<file path="src/rtl/core/csa_pkg.sv">
// Package for the contiguous slot allocator: item types, status and mode
// codes, the sequencer state type and the slot map word geometry.
// Depends on nothing; every file of the block imports it.
package csa_pkg;

    // The slot map is held as words of WORD_BITS slots each.
    localparam int WORD_LOG      = 3;
    localparam int WORD_BITS     = 1 << WORD_LOG;
    localparam int DEFAULT_SLOTS = 256;

    typedef enum logic {
        MODE_ALLOC = 1'b0,
        MODE_FREE  = 1'b1
    } mode_t;

    typedef enum logic [1:0] {
        STATUS_DONE        = 2'd0,
        STATUS_NO_RUN      = 2'd1,
        STATUS_FREE_REJECT = 2'd2
    } status_t;

    typedef struct packed {
        mode_t      mode;
        logic [8:0] slot_count;
        logic [7:0] first_slot;
    } in_item_t;

    typedef struct packed {
        status_t    status;
        logic [7:0] granted_slot;
        logic [8:0] granted_count;
        logic [7:0] owner_heap;
    } out_item_t;

    typedef enum logic [2:0] {
        ST_CLEAR,
        ST_IDLE,
        ST_SCAN,
        ST_SETUP,
        ST_MARK_RD,
        ST_MARK_WR,
        ST_RESP
    } state_t;

endpackage

</file>
<file path="src/rtl/core/contiguous_slot_allocator_core.sv">
// Contiguous slot allocator: first-fit allocation and release of runs of
// consecutive slots in a heap of SLOTS slots. Depends on csa_pkg.
//
// The free map lives in a single-port memory of ceil(SLOTS/8) words of eight
// slots, read with a registered output. After reset the block first sweeps
// that memory setting every slot free, one word a cycle, and takes no item
// until the sweep is over; the heap number register can be written at any
// time. One item is worked on at a time. An allocate streams the map through
// an eight-slot run counter at one word a cycle until the first fitting run
// ends; a granted run, and any accepted free, is then rewritten by
// read-modify-write of each map word it touches, a read state then a write
// state per word. A rejected request goes from idle straight to the response
// state. The result sits in an output register, so a new item is taken while
// the previous result still waits.
module contiguous_slot_allocator_core #(
    parameter int SLOTS = csa_pkg::DEFAULT_SLOTS
) (
    input  logic               clk,
    input  logic               rst_n,
    input  logic               in_valid,
    output logic               in_stall,
    input  csa_pkg::in_item_t  in_item,
    output logic               out_valid,
    input  logic               out_stall,
    output csa_pkg::out_item_t out_item,
    input  logic               cfg_wr_en,
    input  logic [7:0]         cfg_wr_data
);
    import csa_pkg::*;

    localparam int ROWS   = (SLOTS + WORD_BITS - 1) / WORD_BITS;
    localparam int RIDX_W = (ROWS > 1) ? $clog2(ROWS) : 1;
    localparam int SW     = RIDX_W + WORD_LOG;          // slot index width
    localparam int EW     = SW + 1;                     // end index and run length
    localparam int WIDE_W = (EW > 10) ? EW : 10;        // request range checks

    // Free map memory: a set bit marks a free slot.
    logic [WORD_BITS-1:0] mem [ROWS];
    logic [WORD_BITS-1:0] rdata_reg;
    logic                 mem_we;
    logic [RIDX_W-1:0]    mem_waddr;
    logic [WORD_BITS-1:0] mem_wdata;
    logic [RIDX_W-1:0]    mem_raddr;

    state_t            state_reg, state_next;
    logic [RIDX_W-1:0] row_reg, row_next;
    logic [RIDX_W-1:0] prow_reg, prow_next;
    logic              iss_reg, iss_next;
    logic              pend_reg, pend_next;
    logic [EW-1:0]     run_reg, run_next;
    logic [SW-1:0]     lo_reg, lo_next;
    logic [EW-1:0]     hi_reg, hi_next;
    logic [SW-1:0]     end_reg, end_next;
    mode_t             mode_reg, mode_next;
    logic [8:0]        cnt_reg, cnt_next;
    out_item_t         res_reg, res_next;
    logic              out_valid_reg, out_valid_next;
    out_item_t         out_item_reg, out_item_next;
    logic [7:0]        heap_reg;

    // Scan of one word
    logic [EW-1:0]        run_v;
    logic                 found_v;
    logic [SW-1:0]        end_v;
    logic [SW-1:0]        idx_v;
    // Range mask of one word
    logic [WORD_BITS-1:0] mask_v;
    logic [EW-1:0]        sidx_v;
    // Request checks
    logic [WIDE_W-1:0]    req_cnt_w;
    logic [WIDE_W-1:0]    req_end_w;
    logic [EW-1:0]        hi_m1;
    logic [RIDX_W-1:0]    last_row;
    logic [EW-1:0]        start_w;

    assign in_stall  = (state_reg != ST_IDLE);
    assign out_valid = out_valid_reg;
    assign out_item  = out_item_reg;

    always_ff @(posedge clk)
    begin
        if (mem_we)
        begin
            mem[mem_waddr] <= mem_wdata;
        end
        rdata_reg <= mem[mem_raddr];
    end

    always_ff @(posedge clk or negedge rst_n)
    begin
        if (!rst_n)
        begin
            state_reg     <= ST_CLEAR;
            row_reg       <= '0;
            prow_reg      <= '0;
            iss_reg       <= 1'b0;
            pend_reg      <= 1'b0;
            run_reg       <= '0;
            out_valid_reg <= 1'b0;
            heap_reg      <= 8'd0;
        end
        else
        begin
            state_reg     <= state_next;
            row_reg       <= row_next;
            prow_reg      <= prow_next;
            iss_reg       <= iss_next;
            pend_reg      <= pend_next;
            run_reg       <= run_next;
            out_valid_reg <= out_valid_next;
            if (cfg_wr_en)
            begin
                heap_reg <= cfg_wr_data;
            end
        end
    end

    always_ff @(posedge clk)
    begin
        lo_reg       <= lo_next;
        hi_reg       <= hi_next;
        end_reg      <= end_next;
        mode_reg     <= mode_next;
        cnt_reg      <= cnt_next;
        res_reg      <= res_next;
        out_item_reg <= out_item_next;
    end

    // Run counter over the word read last cycle. The first slot at which the
    // run reaches the requested length ends the first-fit run.
    always_comb
    begin
        run_v   = run_reg;
        found_v = 1'b0;
        end_v   = '0;
        idx_v   = '0;
        for (int b = 0; b < WORD_BITS; b++)
        begin
            idx_v = {prow_reg, WORD_LOG'(b)};
            if (rdata_reg[b] && (EW'(idx_v) < EW'(SLOTS)))
            begin
                run_v = run_v + EW'(1);
                if (!found_v && (WIDE_W'(run_v) == WIDE_W'(cnt_reg)))
                begin
                    found_v = 1'b1;
                    end_v   = idx_v;
                end
            end
            else
            begin
                run_v = '0;
            end
        end
    end

    always_comb
    begin
        sidx_v = '0;
        mask_v = '0;
        for (int b = 0; b < WORD_BITS; b++)
        begin
            sidx_v    = EW'({row_reg, WORD_LOG'(b)});
            mask_v[b] = (sidx_v >= EW'(lo_reg)) && (sidx_v < hi_reg);
        end
    end

    assign req_cnt_w = WIDE_W'(in_item.slot_count);
    assign req_end_w = WIDE_W'(in_item.first_slot) + req_cnt_w;
    assign hi_m1     = hi_reg - EW'(1);
    assign last_row  = hi_m1[SW-1:WORD_LOG];
    assign start_w   = EW'(end_reg) + EW'(1) - EW'(cnt_reg);

    always_comb
    begin
        state_next     = state_reg;
        row_next       = row_reg;
        prow_next      = prow_reg;
        iss_next       = iss_reg;
        pend_next      = pend_reg;
        run_next       = run_reg;
        lo_next        = lo_reg;
        hi_next        = hi_reg;
        end_next       = end_reg;
        mode_next      = mode_reg;
        cnt_next       = cnt_reg;
        res_next       = res_reg;
        out_valid_next = out_valid_reg;
        out_item_next  = out_item_reg;
        mem_we         = 1'b0;
        mem_waddr      = row_reg;
        mem_wdata      = '1;
        mem_raddr      = row_reg;

        if (out_valid_reg && !out_stall)
        begin
            out_valid_next = 1'b0;
        end

        unique case (state_reg)
            ST_CLEAR:
            begin
                mem_we = 1'b1;
                if (row_reg == RIDX_W'(ROWS - 1))
                begin
                    row_next   = '0;
                    state_next = ST_IDLE;
                end
                else
                begin
                    row_next = row_reg + RIDX_W'(1);
                end
            end

            ST_IDLE:
            begin
                if (in_valid)
                begin
                    mode_next = in_item.mode;
                    cnt_next  = in_item.slot_count;
                    res_next  = '{status: STATUS_DONE, granted_slot: 8'd0,
                                  granted_count: 9'd0, owner_heap: 8'd0};
                    if (in_item.mode == MODE_ALLOC)
                    begin
                        if ((req_cnt_w == '0) || (req_cnt_w > WIDE_W'(SLOTS)))
                        begin
                            res_next.status = STATUS_NO_RUN;
                            state_next      = ST_RESP;
                        end
                        else
                        begin
                            row_next   = '0;
                            iss_next   = 1'b1;
                            pend_next  = 1'b0;
                            run_next   = '0;
                            state_next = ST_SCAN;
                        end
                    end
                    else
                    begin
                        if ((req_cnt_w == '0) || (req_end_w > WIDE_W'(SLOTS)))
                        begin
                            res_next.status = STATUS_FREE_REJECT;
                            state_next      = ST_RESP;
                        end
                        else
                        begin
                            lo_next    = SW'(in_item.first_slot);
                            hi_next    = EW'(req_end_w);
                            row_next   = RIDX_W'(in_item.first_slot >> WORD_LOG);
                            state_next = ST_MARK_RD;
                        end
                    end
                end
            end

            ST_SCAN:
            begin
                // Reads are issued one word ahead of the run counter.
                pend_next = iss_reg;
                prow_next = row_reg;
                if (iss_reg)
                begin
                    if (row_reg == RIDX_W'(ROWS - 1))
                    begin
                        iss_next = 1'b0;
                    end
                    else
                    begin
                        row_next = row_reg + RIDX_W'(1);
                    end
                end
                if (pend_reg)
                begin
                    run_next = run_v;
                    if (found_v)
                    begin
                        end_next   = end_v;
                        state_next = ST_SETUP;
                    end
                    else if (prow_reg == RIDX_W'(ROWS - 1))
                    begin
                        res_next.status = STATUS_NO_RUN;
                        state_next      = ST_RESP;
                    end
                end
            end

            ST_SETUP:
            begin
                lo_next    = SW'(start_w);
                hi_next    = EW'(end_reg) + EW'(1);
                row_next   = start_w[SW-1:WORD_LOG];
                res_next   = '{status: STATUS_DONE, granted_slot: 8'(start_w),
                               granted_count: cnt_reg, owner_heap: heap_reg};
                state_next = ST_MARK_RD;
            end

            ST_MARK_RD:
            begin
                state_next = ST_MARK_WR;
            end

            ST_MARK_WR:
            begin
                mem_we = 1'b1;
                if (mode_reg == MODE_ALLOC)
                begin
                    mem_wdata = rdata_reg & ~mask_v;
                end
                else
                begin
                    mem_wdata = rdata_reg | mask_v;
                end
                if (row_reg == last_row)
                begin
                    state_next = ST_RESP;
                end
                else
                begin
                    row_next   = row_reg + RIDX_W'(1);
                    state_next = ST_MARK_RD;
                end
            end

            ST_RESP:
            begin
                if (!out_valid_reg || !out_stall)
                begin
                    out_item_next  = res_reg;
                    out_valid_next = 1'b1;
                    state_next     = ST_IDLE;
                end
            end

            default:
            begin
                state_next = ST_IDLE;
            end
        endcase
    end

endmodule
</file>
<file path="config.mk">
export PLATFORM = sky130hd
export DESIGN_NAME = contiguous_slot_allocator_core
export DESIGN_NICKNAME = d
export VERILOG_FILES = /design/src/rtl/core/csa_pkg.sv /design/src/rtl/core/contiguous_slot_allocator_core.sv
export SDC_FILE = /design/constraint.sdc
export NUM_CORES = 1
export LEC_CHECK = 0
export BUFFER_PORTS_ARGS = -buffer_cell sky130_fd_sc_hd__buf_2
export CAP_MARGIN = 5
export CORE_MARGIN = 4
export CORE_UTILIZATION = 45
export CTS_CLUSTER_SIZE = 40
export DETAILED_ROUTE_END_ITERATION = 16
export SYNTH_ARGS = -nofsm -noshare
export SYNTH_HDL_FRONTEND = slang
export SYNTH_SLANG_ARGS = --single-unit
</file>
<file path="constraint.sdc">
create_clock -name clk -period 17.9 [get_ports clk]
set_input_delay 0 -clock clk [delete_from_list [all_inputs] [get_ports clk]]
set_output_delay 0 -clock clk [all_outputs]
set_load 0.01 [all_outputs]
</file>
* Yosys cells after proc, flatten, opt, wreduce, memory -nomap -nowiden *
Memory sizes are Yosys's and may differ from the RTL's. A register that Yosys moved wholly into a read port is not among the register bits.
Cells that the tools add are included.

word-level totals
  flip-flop bits (word level) = 122
  RAM bits = 256
  bits of input ports = 31
  output and inout bits = 29
  memories = 1

memory list
  name  words  width  rd ports  clocked after Yosys merged registers in  write ports  line                                  source
  mem   32     8      1         1                                        1            contiguous_slot_allocator_core.sv:38  logic [WORD_BITS-1:0] mem [ROWS];

operators by class
  add/subtract/negate cells = 13
  $lt $le $gt $ge = 18
  eq/ne operators = 34
  mux-type cells = 100
  bitwise logic cells = 3
  reduce and logical (&&, ||, !) cells = 45

operator list
  cell                                                             count
  2-to-1 mux 8 bit                                                 21
  2-to-1 mux 9 bit                                                 15
  adder 9 x 1 -> 9 bit (second input constant)                     8
  == test 9 bit                                                    8
  < comparator 8 x 9 -> 1 bit                                      8
  >= comparator 8 bit                                              8
  case mux 25 bit (2 select lines)                                 1
  2-to-1 mux 5 bit                                                 8
  case mux 9 bit (2 select lines)                                  2
  2-to-1 mux 1 bit                                                 31
  2-to-1 mux 27 bit                                                1
  inequality test 2 bit (second input constant)                    13
  case mux 5 bit (5 select lines)                                  1
  2-to-1 mux 3 bit                                                 8
  case mux 3 bit (7 select lines)                                  1
  logical AND 1 bit                                                16
  case mux 8 bit (2 select lines)                                  1
  AND reduction 5 bit                                              3
  2-to-1 mux 2 bit                                                 7
  adder 8 x 9 -> 10 bit                                            1
  == test 5 bit (second input constant)                            2
  greater-than comparator 10 x 9 -> 1 bit (second input constant)  1
  logical NOT 10 bit                                               1
  adder 8 x 1 -> 9 bit (second input constant)                     1
  other kinds (26)                                                 46

* Longest topological paths before layout *
  word-level depth = 35
  gate-level depth with buffers = 29
  mapped depth without buffers = 27

* Worst setup path after synthesis *
Ideal clock, no wire load.

  path type = register to register
  from = register run_reg[1]
  to = register end_reg[0] (enable)
  library setup time = 370 ps
  arrival = 6,047 ps
  slack = 11,483 ps
  stages on the path, launching flop included = 25
  buffers on the path = 0
  clock period less this slack = 6,417 ps
  cell sequence = dfrtp_1 ha_1 and2_1 ha_1 and2_1 ha_1 inv_1 nor2_1 ha_1 and2_1 ha_1 and2_1 ha_1 a2111oi_0 a211o_1 nand3_1 or4_1 or3_1 and2_1 or2_0 o2111a_1 o21ai_0 nor4b_4 a21oi_2 nor2_1

on the way
  cells in the longest elaborated chain, start to end = 33

RTL lines
  item                                                                           line                                   source
  start: declaration                                                             contiguous_slot_allocator_core.sv:50   logic [EW-1:0] run_reg, run_next;
  start signal: assignment                                                       contiguous_slot_allocator_core.sv:109  run_reg <= run_next;
  adder 9 x 1 -> 9 bit *                                                         contiguous_slot_allocator_core.sv:142  run_v = run_v + EW'(1);
  parallel branches: the longest is 30 deep, another holds adder 9 x 1 -> 9 bit  --
  2-to-1 mux 1 bit *                                                             contiguous_slot_allocator_core.sv:140  if (rdata_reg[b] && (EW'(idx_v) < EW'(SLOTS)))
  AND reduction 3 bit (no line) *                                                --
  end signal: assignment                                                         contiguous_slot_allocator_core.sv:122  end_reg <= end_next;
  end: declaration                                                               contiguous_slot_allocator_core.sv:53   logic [SW-1:0] end_reg, end_next;

Every way passes the cells marked *.
A chain may end at the register's enable or synchronous reset.

* Worst setup path after layout *
  from = register rdata_reg[0] (read register of mem)
  to = register end_reg[0] (enable)

on the way
  cells in the longest elaborated chain, start to end = 31

RTL lines
  item                                                                           line                                   source
  start: declaration                                                             contiguous_slot_allocator_core.sv:39   logic [WORD_BITS-1:0] rdata_reg;
  parallel branches: the longest is 29 deep, another holds adder 9 x 1 -> 9 bit  --
  2-to-1 mux 1 bit *                                                             contiguous_slot_allocator_core.sv:140
  AND reduction 3 bit (no line) *                                                --

Marked as above.

==> impl_metrics.env <==
export IMPL_status="finished, final reports clean"
export IMPL_dr_wl_met3_um=2770
export IMPL_netlist_instances=1473
export IMPL_timing_rr_start="rdata_reg[0]"
export IMPL_die_w_um=216
export IMPL_grt_overflow_total=0
export IMPL_synthFlopType="edfxtp_1"
export IMPL_synth_top_cell_by_area="edfxtp_1"
export IMPL_cp_max_fo=18
export IMPL_timing_max_slew_rel_slack=0.176
export IMPL_crit_required_ns=18.06
export IMPL_wl_per_cell_um=21.9
export IMPL_dr_pass1_iters=5
export IMPL_cts_tree="yes"
export IMPL_final_hold_viol_count=0
export IMPL_die_area_sq_um=46700
export IMPL_drive_gt1_frac=0.158
export IMPL_finalMaxSlewViolations=0
export IMPL_finalWirelength_um=47300
export IMPL_synth_common_cells="345 x edfxtp_1, 124 x nand2_1, 104 x nor2_1, 95 x xnor2_1, 64 x mux4_2"
export IMPL_worstPathArrival_ns=7.75
export IMPL_hold_path_startpoint="in_valid"
export IMPL_synth_fp_nets=1550
export IMPL_routed_top_layer="met4"
export IMPL_ys_seq_area_frac=0.582
export IMPL_place_ws_ns=10.43
export IMPL_rsz0062_at_grt="false"
export IMPL_place_congestion=0.903
export IMPL_coreArea_sq_um=43000
export IMPL_power_density_nw_per_um2=131
export IMPL_final_nets=1628
export IMPL_hold_path_depth=4
export IMPL_place_port_buffers=59
export IMPL_critPathLaunchType="register"
export IMPL_async_flop_share=0.0855
export IMPL_fin_crit_sh=0.424
export IMPL_drt_antenna_violating_nets=0
export IMPL_largest_reg_flops=256
export IMPL_crit_slowest_cell="dfxtp_1"
export IMPL_max_freq_mhz=132
export IMPL_holdPathEnd="state_reg[2]"
export IMPL_critPathKind="register to register"
export IMPL_leakage_nw=7.38
export IMPL_n_antenna_cell=0
export IMPL_netlist_area_sq_um=19500
export IMPL_vias_per_cell=5.72
export IMPL_grt_pass1_vias=12188
export IMPL_vdd_drop_max_mv=0.0869
export IMPL_place_area_sq_um=20400
export IMPL_post_route_util=0.512
export IMPL_numCtsBuffers=39
export IMPL_cts_buffer_depth=3
export IMPL_drtIter0Drc=947
export IMPL_clk_latency_ns=0.55
export IMPL_setup_violations=0
export IMPL_grt_usage=0.200
export IMPL_dr_wl_met2_um=22700
export IMPL_crit_start="rdata_reg[0]"
export IMPL_crit_path_frequent_cell="ha_1"
export IMPL_die_y_um=216
export IMPL_timing_rr_end="end_reg[0]"
export IMPL_synth_edf_count=345
export IMPL_hp_class="input port to register"
export IMPL_maxCapViolations=0
export IMPL_antenna_found_initial=0
export IMPL_rrSetupSlack_ns=10.31
export IMPL_slowest_delay_ns=0.74
export IMPL_start_util=0.454
export IMPL_grt_max_degree=72
export IMPL_wl_met1_um=20600
export IMPL_htreeDepth=2
export IMPL_crit_chain="nand2b_1 -> inv_1 -> ha_1 -> and2_1 -> ha_1 -> inv_1 -> nor2_1 -> ha_1 -> nand3_1 -> a211oi_1 -> a211oi_1 -> a21boi_1 -> xnor2_4 -> mux2_2 -> or3_1 -> a2111oi_1 -> nand2_1 -> mux2_2 -> nor3_1 -> a21oi_1 -> o21ai_1 -> xor2_1 -> a21oi_2 -> nor2_1"
export IMPL_clk_pin_slew_ns=0.06
export IMPL_synth_top_area_share=0.531
export IMPL_row_count=76
export IMPL_synth_area_per_cell_sq_um=13.2
export IMPL_hpwlAfterDp_um=31600
export IMPL_ys_warn_count=0
export IMPL_synth_cell_types=97
export IMPL_tightest_slew_ns=1.23
export IMPL_syn_to_final_growth_pct=12.9
export IMPL_yosysMostFrequentCell="edfxtp_1"
export IMPL_fin_area_sq_um=22000
export IMPL_ff2ff_path_depth=24
export IMPL_io_pins=60
export IMPL_cts_num_sinks=386
export IMPL_cts_resized=0
export IMPL_drc=0
export IMPL_critPathCaptureType="register"
export IMPL_grt_first_pass_wirelength_um=72600
export IMPL_final_setup_skew_ns=0.0188
export IMPL_fin_setup_tns_ns=0
export IMPL_synth_area_leaders="edfxtp_1 53%, mux4_2 7.4%, xnor2_1 4.3%, dfrtp_1 4.2%, ha_1 2.8%"
export IMPL_fin_crit_ns=7.59
export IMPL_ctsRootBufferMaster="clkbuf_16"
export IMPL_worst_slack_ns=10.31
export IMPL_ys_seq_elements=386
export IMPL_vias=12383
critical path, delay by kind of cell, from the launching register on:
kind / cells / cell delay [ns]
flops: 1 / 0.74
mux: 2 / 0.72
simple gates: 8 / 1.95
compound gates: 7 / 1.90
xor+xnor: 2 / 0.45
fa+ha+maj: 3 / 1.19
buf+inv: 2 / 0.26
placed cells by master (no fill, tap or decap), types with 11 or more instances in the layout:
cell type        n
nor2b_1         12
buf_4           16
nand3_1         29
a21o_1          29
dlygate4sd3_1   36
mux2_2          15
xor2_1          30
a21oi_1         35
nor3_1          23
dfrtp_1         31
and2_1          14
ha_1            44
clkbuf_16       39
and3_1          26
clkinv_1        11
nand4_1         24
nor2_1         104
edfxtp_1       345
xnor2_1         95
mux4_2          64
a22oi_1         34
buf_2           59
a211oi_1        16
nand2_1        124
mux2i_1         16
inv_1           44
a31oi_1         13
o21ai_0         36
power by group:
group | internal [mW] | total (mW) | switching (mW)
Combinational | 0.350 | 0.875 | 0.525
Clock | 0.481 | 0.819 | 0.338
Sequential | 1.08 | 1.20 | 0.119
cell type report:
class | instances | area (sq um)
clock buffers | 48 | 1020
clock inverters | 21 | 272
fillers | 3738 | 21000
inverters | 50 | 188
multi-input cells | 963 | 7680
flip-flops and latches | 386 | 11400
well taps | 585 | 732
repair buffers | 111 | 776
metal layers:
layer / global-route usage / vias up
li1: - / 5783
met1: 0.276 / 6145
met2: 0.329 / 381
met3: 0.0355 / 74
met4: 0.0555 / 0
met5: 0 / -
worst max-delay path by stage:
stage / end / cells past startpoint / slack [ns]
floorplan: end_reg[0] / 24 / 11.48
global placement: end_reg[0] / 22 / 10.58
detailed placement: end_reg[2] / 24 / 10.43
CTS: end_reg[0] / 24 / 10.39
global route: end_reg[0] / 24 / 9.70
finish: end_reg[0] / 24 / 10.31
what timing repair did:
item / in CTS / in global routing
endpoints found under the hold margin: 68 / 0
hold buffers: 36 / 0
buffers inserted: 0 / 0
kinds of logic after synthesis:
logic type	synth area share
AOI/OAI and AO/OA	0.0897
xor gates and xnor gates	0.0604
adders and majority gates	0.0303
buffers and inverters	0.0248
DFF	0.582
muxes	0.0951
and+or+nand+nor	0.118
through the flow:
step	std cells	hold slack [ns]	power, mW
5_1_grt	2164	0.0580	3.04
3_5_place_dp	2059	0.160	2.08
2_1_floorplan	1473	-0.296	1.81
4_1_cts	2164	0.0178	2.91
3_3_place_gp	2059	0.154	2.07
6_report	2164	0.0503	2.89
Note: power is estimated with default switching activity, not from simulation.
